--- config.mk ---
export PLATFORM = sky130hd
export DESIGN_NAME = rvxu_regfile
export DESIGN_NICKNAME = d
export VERILOG_FILES = /design/src/hw/rtl/rvxu_pkg.sv /design/src/hw/rtl/rvxu_ram.sv /design/src/hw/rtl/rvxu_regfile.sv
export SDC_FILE = /design/constraint.sdc
export NUM_CORES = 2
export LEC_CHECK = 0
export BUFFER_PORTS_ARGS = -buffer_cell sky130_fd_sc_hd__buf_4
export CELL_PAD_IN_SITES_DETAIL_PLACEMENT = 0
export CELL_PAD_IN_SITES_GLOBAL_PLACEMENT = 1
export CORE_MARGIN = 8
export CORE_UTILIZATION = 48
export DETAILED_ROUTE_END_ITERATION = 8
export PLACE_DENSITY = 0.74
export REMOVE_ABC_BUFFERS = 1
export SLEW_MARGIN = 30
export SYNTH_ARGS = -nofsm -noshare
export SYNTH_HDL_FRONTEND = slang
export SYNTH_HIERARCHICAL = 1
export SYNTH_SLANG_ARGS = --single-unit
--- constraint.sdc ---
create_clock -name clk -period 3.5 [get_ports clk]
set_clock_uncertainty 0.1 [all_clocks]
set_input_delay 0.175 -clock clk [delete_from_list [all_inputs] [get_ports clk]]
set_output_delay 0.175 -clock clk [all_outputs]
set_load 0.05 [all_outputs]
--- src/hw/rtl/rvxu_pkg.sv ---
`timescale 1ns / 1ps

package rvxu_pkg;

    localparam int XLEN     = 64;
    localparam int NUM_REGS = 32;
    localparam int REG_AW   = 5;

    localparam logic [XLEN-1:0] RESET_PC = 64'h0000_0000_8000_0000;

    // Opcodes
    localparam logic [6:0] OP_LOAD   = 7'h03;
    localparam logic [6:0] OP_IMM    = 7'h13;
    localparam logic [6:0] OP_AUIPC  = 7'h17;
    localparam logic [6:0] OP_IMM32  = 7'h1B;
    localparam logic [6:0] OP_STORE  = 7'h23;
    localparam logic [6:0] OP_REG    = 7'h33;
    localparam logic [6:0] OP_REG32  = 7'h3B;
    localparam logic [6:0] OP_BRANCH = 7'h63;
    localparam logic [6:0] OP_JALR   = 7'h67;
    localparam logic [6:0] OP_JAL    = 7'h6F;

    // funct3 codes
    localparam logic [2:0] F3_ADD  = 3'd0;
    localparam logic [2:0] F3_SLTU = 3'd3;
    localparam logic [2:0] F3_SRA  = 3'd5;
    localparam logic [2:0] F3_LW   = 3'd2;
    localparam logic [2:0] F3_LD   = 3'd3;
    localparam logic [2:0] F3_LBU  = 3'd4;
    localparam logic [2:0] F3_SH   = 3'd1;
    localparam logic [2:0] F3_SD   = 3'd3;
    localparam logic [2:0] F3_BEQ  = 3'd0;
    localparam logic [2:0] F3_BNE  = 3'd1;
    localparam logic [2:0] F3_JALR = 3'd0;

    // funct7 / funct6 codes
    localparam logic [6:0] F7_BASE = 7'h00;
    localparam logic [6:0] F7_ALT  = 7'h20;
    localparam logic [5:0] F6_SRA  = 6'h10;

    localparam logic [31:0] EBREAK_WORD = 32'h0010_0073;
    localparam logic [REG_AW-1:0] REG_ZERO = 5'd0;
    localparam logic [REG_AW-1:0] REG_A0   = 5'd10;

    // Result status codes
    localparam logic [1:0] STATUS_DONE    = 2'd0;
    localparam logic [1:0] STATUS_WAIT    = 2'd1;
    localparam logic [1:0] STATUS_HALT    = 2'd2;
    localparam logic [1:0] STATUS_ILLEGAL = 2'd3;

    // Pending load kinds
    localparam logic [1:0] LOAD_KIND_D  = 2'd0;
    localparam logic [1:0] LOAD_KIND_W  = 2'd1;
    localparam logic [1:0] LOAD_KIND_BU = 2'd2;

    // Access sizes in bytes
    localparam logic [3:0] SIZE_B = 4'd1;
    localparam logic [3:0] SIZE_H = 4'd2;
    localparam logic [3:0] SIZE_W = 4'd4;
    localparam logic [3:0] SIZE_D = 4'd8;

    typedef struct packed {
        logic              en;
        logic [REG_AW-1:0] addr;
        logic [XLEN-1:0]   data;
    } rf_wr_t;

    typedef struct packed {
        logic [XLEN-1:0]   next_pc;
        logic              mem_valid;
        logic              mem_write;
        logic [XLEN-1:0]   mem_address;
        logic [3:0]        mem_size;
        logic [XLEN-1:0]   mem_wdata;
        logic [1:0]        status;
        logic [XLEN-1:0]   halt_code;
        rf_wr_t            wr;
        logic              ld_issue;
        logic              ld_clear;
        logic [1:0]        ld_kind;
        logic [REG_AW-1:0] ld_dest;
    } exec_t;

endpackage

--- src/hw/rtl/rvxu_ram.sv ---
`timescale 1ns / 1ps

module rvxu_ram #(
    parameter int WIDTH = 64,
    parameter int DEPTH = 32,
    localparam int AW = (DEPTH > 1) ? $clog2(DEPTH) : 1
) (
    input  logic             clk,
    input  logic             wr_en,
    input  logic [AW-1:0]    wr_addr,
    input  logic [WIDTH-1:0] wr_data,
    input  logic             rd_en,
    input  logic [AW-1:0]    rd_addr_a,
    input  logic [AW-1:0]    rd_addr_b,
    output logic [WIDTH-1:0] rd_data_a,
    output logic [WIDTH-1:0] rd_data_b
);

    logic [WIDTH-1:0] mem_reg [DEPTH];
    logic [WIDTH-1:0] rd_data_a_reg;
    logic [WIDTH-1:0] rd_data_b_reg;

    // Write one entry, read two with registered data
    always_ff @(posedge clk)
    begin
        if (wr_en)
        begin
            mem_reg[wr_addr] <= wr_data;
        end
        if (rd_en)
        begin
            rd_data_a_reg <= mem_reg[rd_addr_a];
            rd_data_b_reg <= mem_reg[rd_addr_b];
        end
    end

    assign rd_data_a = rd_data_a_reg;
    assign rd_data_b = rd_data_b_reg;

endmodule

--- src/hw/rtl/rvxu_regfile.sv ---
`timescale 1ns / 1ps

module rvxu_regfile (
    input  logic                           clk,
    input  logic                           rst_n,
    input  rvxu_pkg::rf_wr_t               wr,
    input  logic                           rd_en,
    input  logic [rvxu_pkg::REG_AW-1:0]    rd_addr_a,
    input  logic [rvxu_pkg::REG_AW-1:0]    rd_addr_b,
    output logic [rvxu_pkg::XLEN-1:0]      rd_data_a,
    output logic [rvxu_pkg::XLEN-1:0]      rd_data_b
);

    logic [rvxu_pkg::NUM_REGS-1:0] valid_reg;
    logic                          zero_a_reg;
    logic                          zero_b_reg;
    logic                          hit_a_reg;
    logic                          hit_b_reg;
    logic [rvxu_pkg::XLEN-1:0]     byp_reg;
    logic [rvxu_pkg::XLEN-1:0]     ram_a;
    logic [rvxu_pkg::XLEN-1:0]     ram_b;
    logic                          wr_ok;

    // Drop writes to x0
    assign wr_ok = wr.en && (wr.addr != rvxu_pkg::REG_ZERO);

    rvxu_ram #(
        .WIDTH (rvxu_pkg::XLEN),
        .DEPTH (rvxu_pkg::NUM_REGS)
    ) u_ram (
        .clk       (clk),
        .wr_en     (wr_ok),
        .wr_addr   (wr.addr),
        .wr_data   (wr.data),
        .rd_en     (rd_en),
        .rd_addr_a (rd_addr_a),
        .rd_addr_b (rd_addr_b),
        .rd_data_a (ram_a),
        .rd_data_b (ram_b)
    );

    // Track written entries; unwritten ones read as zero
    always_ff @(posedge clk or negedge rst_n)
    begin
        if (!rst_n)
        begin
            valid_reg  <= '0;
            zero_a_reg <= 1'b1;
            zero_b_reg <= 1'b1;
            hit_a_reg  <= 1'b0;
            hit_b_reg  <= 1'b0;
        end
        else
        begin
            if (wr_ok)
            begin
                valid_reg[wr.addr] <= 1'b1;
            end
            if (rd_en)
            begin
                zero_a_reg <= (rd_addr_a == rvxu_pkg::REG_ZERO) || !valid_reg[rd_addr_a];
                zero_b_reg <= (rd_addr_b == rvxu_pkg::REG_ZERO) || !valid_reg[rd_addr_b];
                hit_a_reg  <= wr_ok && (wr.addr == rd_addr_a);
                hit_b_reg  <= wr_ok && (wr.addr == rd_addr_b);
            end
        end
    end

    // Capture a write that lands on the same edge as the read
    always_ff @(posedge clk)
    begin
        if (rd_en)
        begin
            byp_reg <= wr.data;
        end
    end

    assign rd_data_a = hit_a_reg  ? byp_reg :
                       zero_a_reg ? '0      : ram_a;
    assign rd_data_b = hit_b_reg  ? byp_reg :
                       zero_b_reg ? '0      : ram_b;

endmodule

==> flow_metrics.tcl <==
set metrics [dict create \
    p_sw_uw 14720 \
    cts_buffers 230 \
    timing.reg2reg.worst_path_depth 4 \
    tritoncts_clock_tree "done" \
    endpoint "rd_data_b[47]" \
    reg2reg_setup_slack_ns 1.46 \
    timing_hold_violations_final 0 \
    wire_length_of_the_first_global_routing_pass_um 429500 \
    layout.cells.most_common "edfxtp_1" \
    place.port_buffers 210 \
    timing.setup.critical_path_class "flop to output pin" \
    yosysUniqueCellTypes 55 \
    initialDrtViolationCount 6721 \
    drv_cap 0 \
    design.portCount 211 \
    cts_setup_buffers 0 \
    grt_use_total 0.2588 \
    cts.hold.buffers_added 85 \
    synth-async-reset-ratio 0.01538 \
    fin_ws_ns 0.2665 \
    post_cts.resized_instances 0 \
    status "finished, final reports clean" \
    place.detailed.instances 7800 \
    dp_hpwl_um 175400 \
    synth.avg_cell_area_sq_um 21.31 \
    seq_area_frac_synth 0.6610 \
    cp_data_required_time_ns 3.22 \
    clock_latency_ns 0.87 \
    numClockSinks 2275 \
    cts_max_level 4 \
    route.detailed.wl_per_inst_um 36.19 \
    die_w_um 479.4 \
    rr_startpoint "u_ram/mem_reg[6][39]" \
    fillers 15900 \
    finalPower_uw 62540 \
    p_seq_frac 0.493 \
    finalWorstPathRequiredPeriod_ns 3.234 \
    grt_antenna_before_repair 10 \
    gpl.final_weighted_congestion 0.8148 \
    sw_frac_of_total 0.2354 \
    multi_input_comb_area_sq_um 33260 \
    clkSlewWorstSetupHoldPaths_ns 0.06 \
    p_leak_uw 0.03869 \
    pwr-share-clk 0.405 \
    finish.cell_count_without_fillers 8324 \
    timing.final.max_slew_violations 0 \
    grt_start_max_net_pins 75 \
    die_y_um 479.4 \
    max-slew-margin-rel 0.2978 \
    hold_ws_ns 0.05122 \
    timing_worst_slew_pin_value_ns 1.051 \
    vias 56720 \
    largest_register_ffs 2048 \
    postLayoutCellArea_sq_um 118900 \
    crit-reg2reg-capture "u_ram/rd_data_a[39]" \
    post_dr_vias_cell 6.814 \
    worst_setup_path_startpoint "hit_b_reg" \
    postSynth.topFlopCell "edfxtp_1" \
    drc_errors_left 0 \
    drive_above_1_share 0.3719 \
    layout.nets 5362 \
    ir_drop_v 0.0004666 \
    globalRouteOverflowTotal 0 \
    timing.final.crit_share 0.9239 \
    synth_area_sq_um 103100 \
    placement.setup.worst_slack_ns 0.4706 \
    clock_path_buffers 3 \
    ant_nets 0 \
    initial_util 0.4818 \
    post_dp_cell_area_sq_um 110300 \
    power.density_nw_per_um2 525.8 \
    rows 170 \
    synth_cells 4838 \
    intPower_uw 47820 \
    worst-endpoint-arrival_ns 2.96 \
    cts_root_buffer "clkbuf_16" \
    core_area_sq_um 214000 \
    timing.final.setup_violations 0 \
    fmax_mhz 309.3 \
    via_count_of_the_first_global_routing_pass 58080 \
    grt_setup_unrepaired "no" \
    timing.hold.worst.class "primary input to flop" \
    layout-area-overhead-vs-synth_pct 15.37 \
    p_comb_frac 0.102 \
    detail_route.wirelength_um 301200 \
    yosysWarningCount 6 \
    setup.worst_path.end_class "output pin" \
    sequential_cell_area_sq_um 68150 \
    worst-path-max-fanout 18 \
    synth-edff-count 2240 \
    most_frequent_cells_in_the_layout "edfxtp_1 (2240), mux4_2 (1051), buf_4 (393)" \
    floorplan.die_area_sq_um 229900 \
    setup.worst_path.start_class "flop" \
    synth-seq-cells 2275 \
    firstDrtPassIters 6 \
]
==> per-layer routing <==
layer,global-route usage,part of all wire,up-vias
li1,-,-,22270
met1,0.3618,0.39,30770
met2,0.4157,0.48,3145
met3,0.05207,0.095,537
met4,0.07869,0.033,2
met5,0,0.000043,-
==> cells in the mapped netlist (4+ instances only) <==
library cell | count | share of area
edfxtp_1 | 2240 | 0.65
mux4_2 | 1051 | 0.23
mux2i_1 | 366 | 0.036
a22o_1 | 158 | 0.013
buf_2 | 131 | 0.0064
clkbuf_1 | 127 | 0.0046
a221oi_1 | 95 | 0.0081
nand2_1 | 94 | 0.0034
buf_4 | 75 | 0.0055
mux2_2 | 58 | 0.0063
nor2_1 | 51 | 0.0019
buf_1 | 42 | 0.0015
a32o_1 | 38 | 0.0037
o22ai_1 | 38 | 0.0023
dfrtp_1 | 33 | 0.0080
nor2b_1 | 25 | 0.0015
o21a_1 | 24 | 0.0017
a22oi_1 | 20 | 0.0015
a21o_1 | 15 | 0.0011
o21bai_1 | 15 | 0.0011
buf_6 | 12 | 0.0013
nand3_1 | 11 | 0.00053
nand2b_1 | 10 | 0.00061
inv_1 | 7 | 0.00025
a211oi_1 | 6 | 0.00044
nor4_1 | 6 | 0.00036
xor2_1 | 6 | 0.00051
a31o_2 | 5 | 0.00042
nand3b_1 | 5 | 0.00036
nand4_1 | 5 | 0.00030
a2111oi_0 | 4 | 0.00034
a211o_1 | 4 | 0.00034
a21oi_1 | 4 | 0.00019
a32oi_1 | 4 | 0.00034
and2_1 | 4 | 0.00024
and3_1 | 4 | 0.00024
nor3_1 | 4 | 0.00019
o21ai_0 | 4 | 0.00019
o221ai_1 | 4 | 0.00034
o41ai_1 | 4 | 0.00034
xnor2_1 | 4 | 0.00034
==> kinds of logic (layout without fill, tap and decap cells) <==
group                     after synthesis  count (layout)  share of synthesized area
buffers and inverters                 395            1037                    0.01958
DFF                                  2275            2275                     0.6610
and+or+nand+nor                       233             233                    0.01073
other                                   0               6                          0
xor gates and xnor gates               10              10                  0.0008495
AOI/OAI and AO/OA                     450             450                    0.03639
muxes                                1475            1475                     0.2715
==> power by group through the flow <==
stage,combinational [uW],sequential [uW],clock [uW]
final,6380,30900,25300
after global routing,6690,30900,26600
after CTS,6410,30900,25600
after detailed placement,6300,31400,0
after global placement,6230,31400,0
after floorplan,3310,31300,0
==> metrics by stage <==
step	setup TNS, ns	util
floorplan	-1315.92	-
global placement	0	0.5148
detailed placement	0	0.5154
CTS	0	0.5558
global route	0	0.5558
finish	0	0.5559
==> worst min path at each step <==
stage,from,end,slack (ns),cells past startpoint
6_report,rd_addr_a[0],u_ram/rd_data_a[53],0.05,3
5_1_grt,rd_addr_a[0],u_ram/rd_data_a[53],0.07,3
4_1_cts,rd_addr_a[0],u_ram/rd_data_a[53],0.007,3
3_5_place_dp,rst_n,valid_reg[19],0.06,1
3_3_place_gp,rst_n,valid_reg[8],0.06,1
2_1_floorplan,rst_n,hit_a_reg,-0.22,0
==> final cells by class <==
type | count | area share
flip-flops and latches | 2275 | 0.5730
repair buffers | 596 | 0.05169
clock buffers | 274 | 0.05073
multi-input cells | 2168 | 0.2797
inverters | 8 | 0.0003156
clock inverters | 159 | 0.01464
diodes | 6 | 0.0001262
well taps | 2838 | 0.02985
==> critical path: stages, from the launching register on <==
cell and delay (ns):
dfrtp_4 0.60, nor2_4 0.40, buf_8 0.22, buf_4 0.34, a22o_1 0.27, buf_4 0.23
Note: power is estimated with default switching activity, not from simulation.
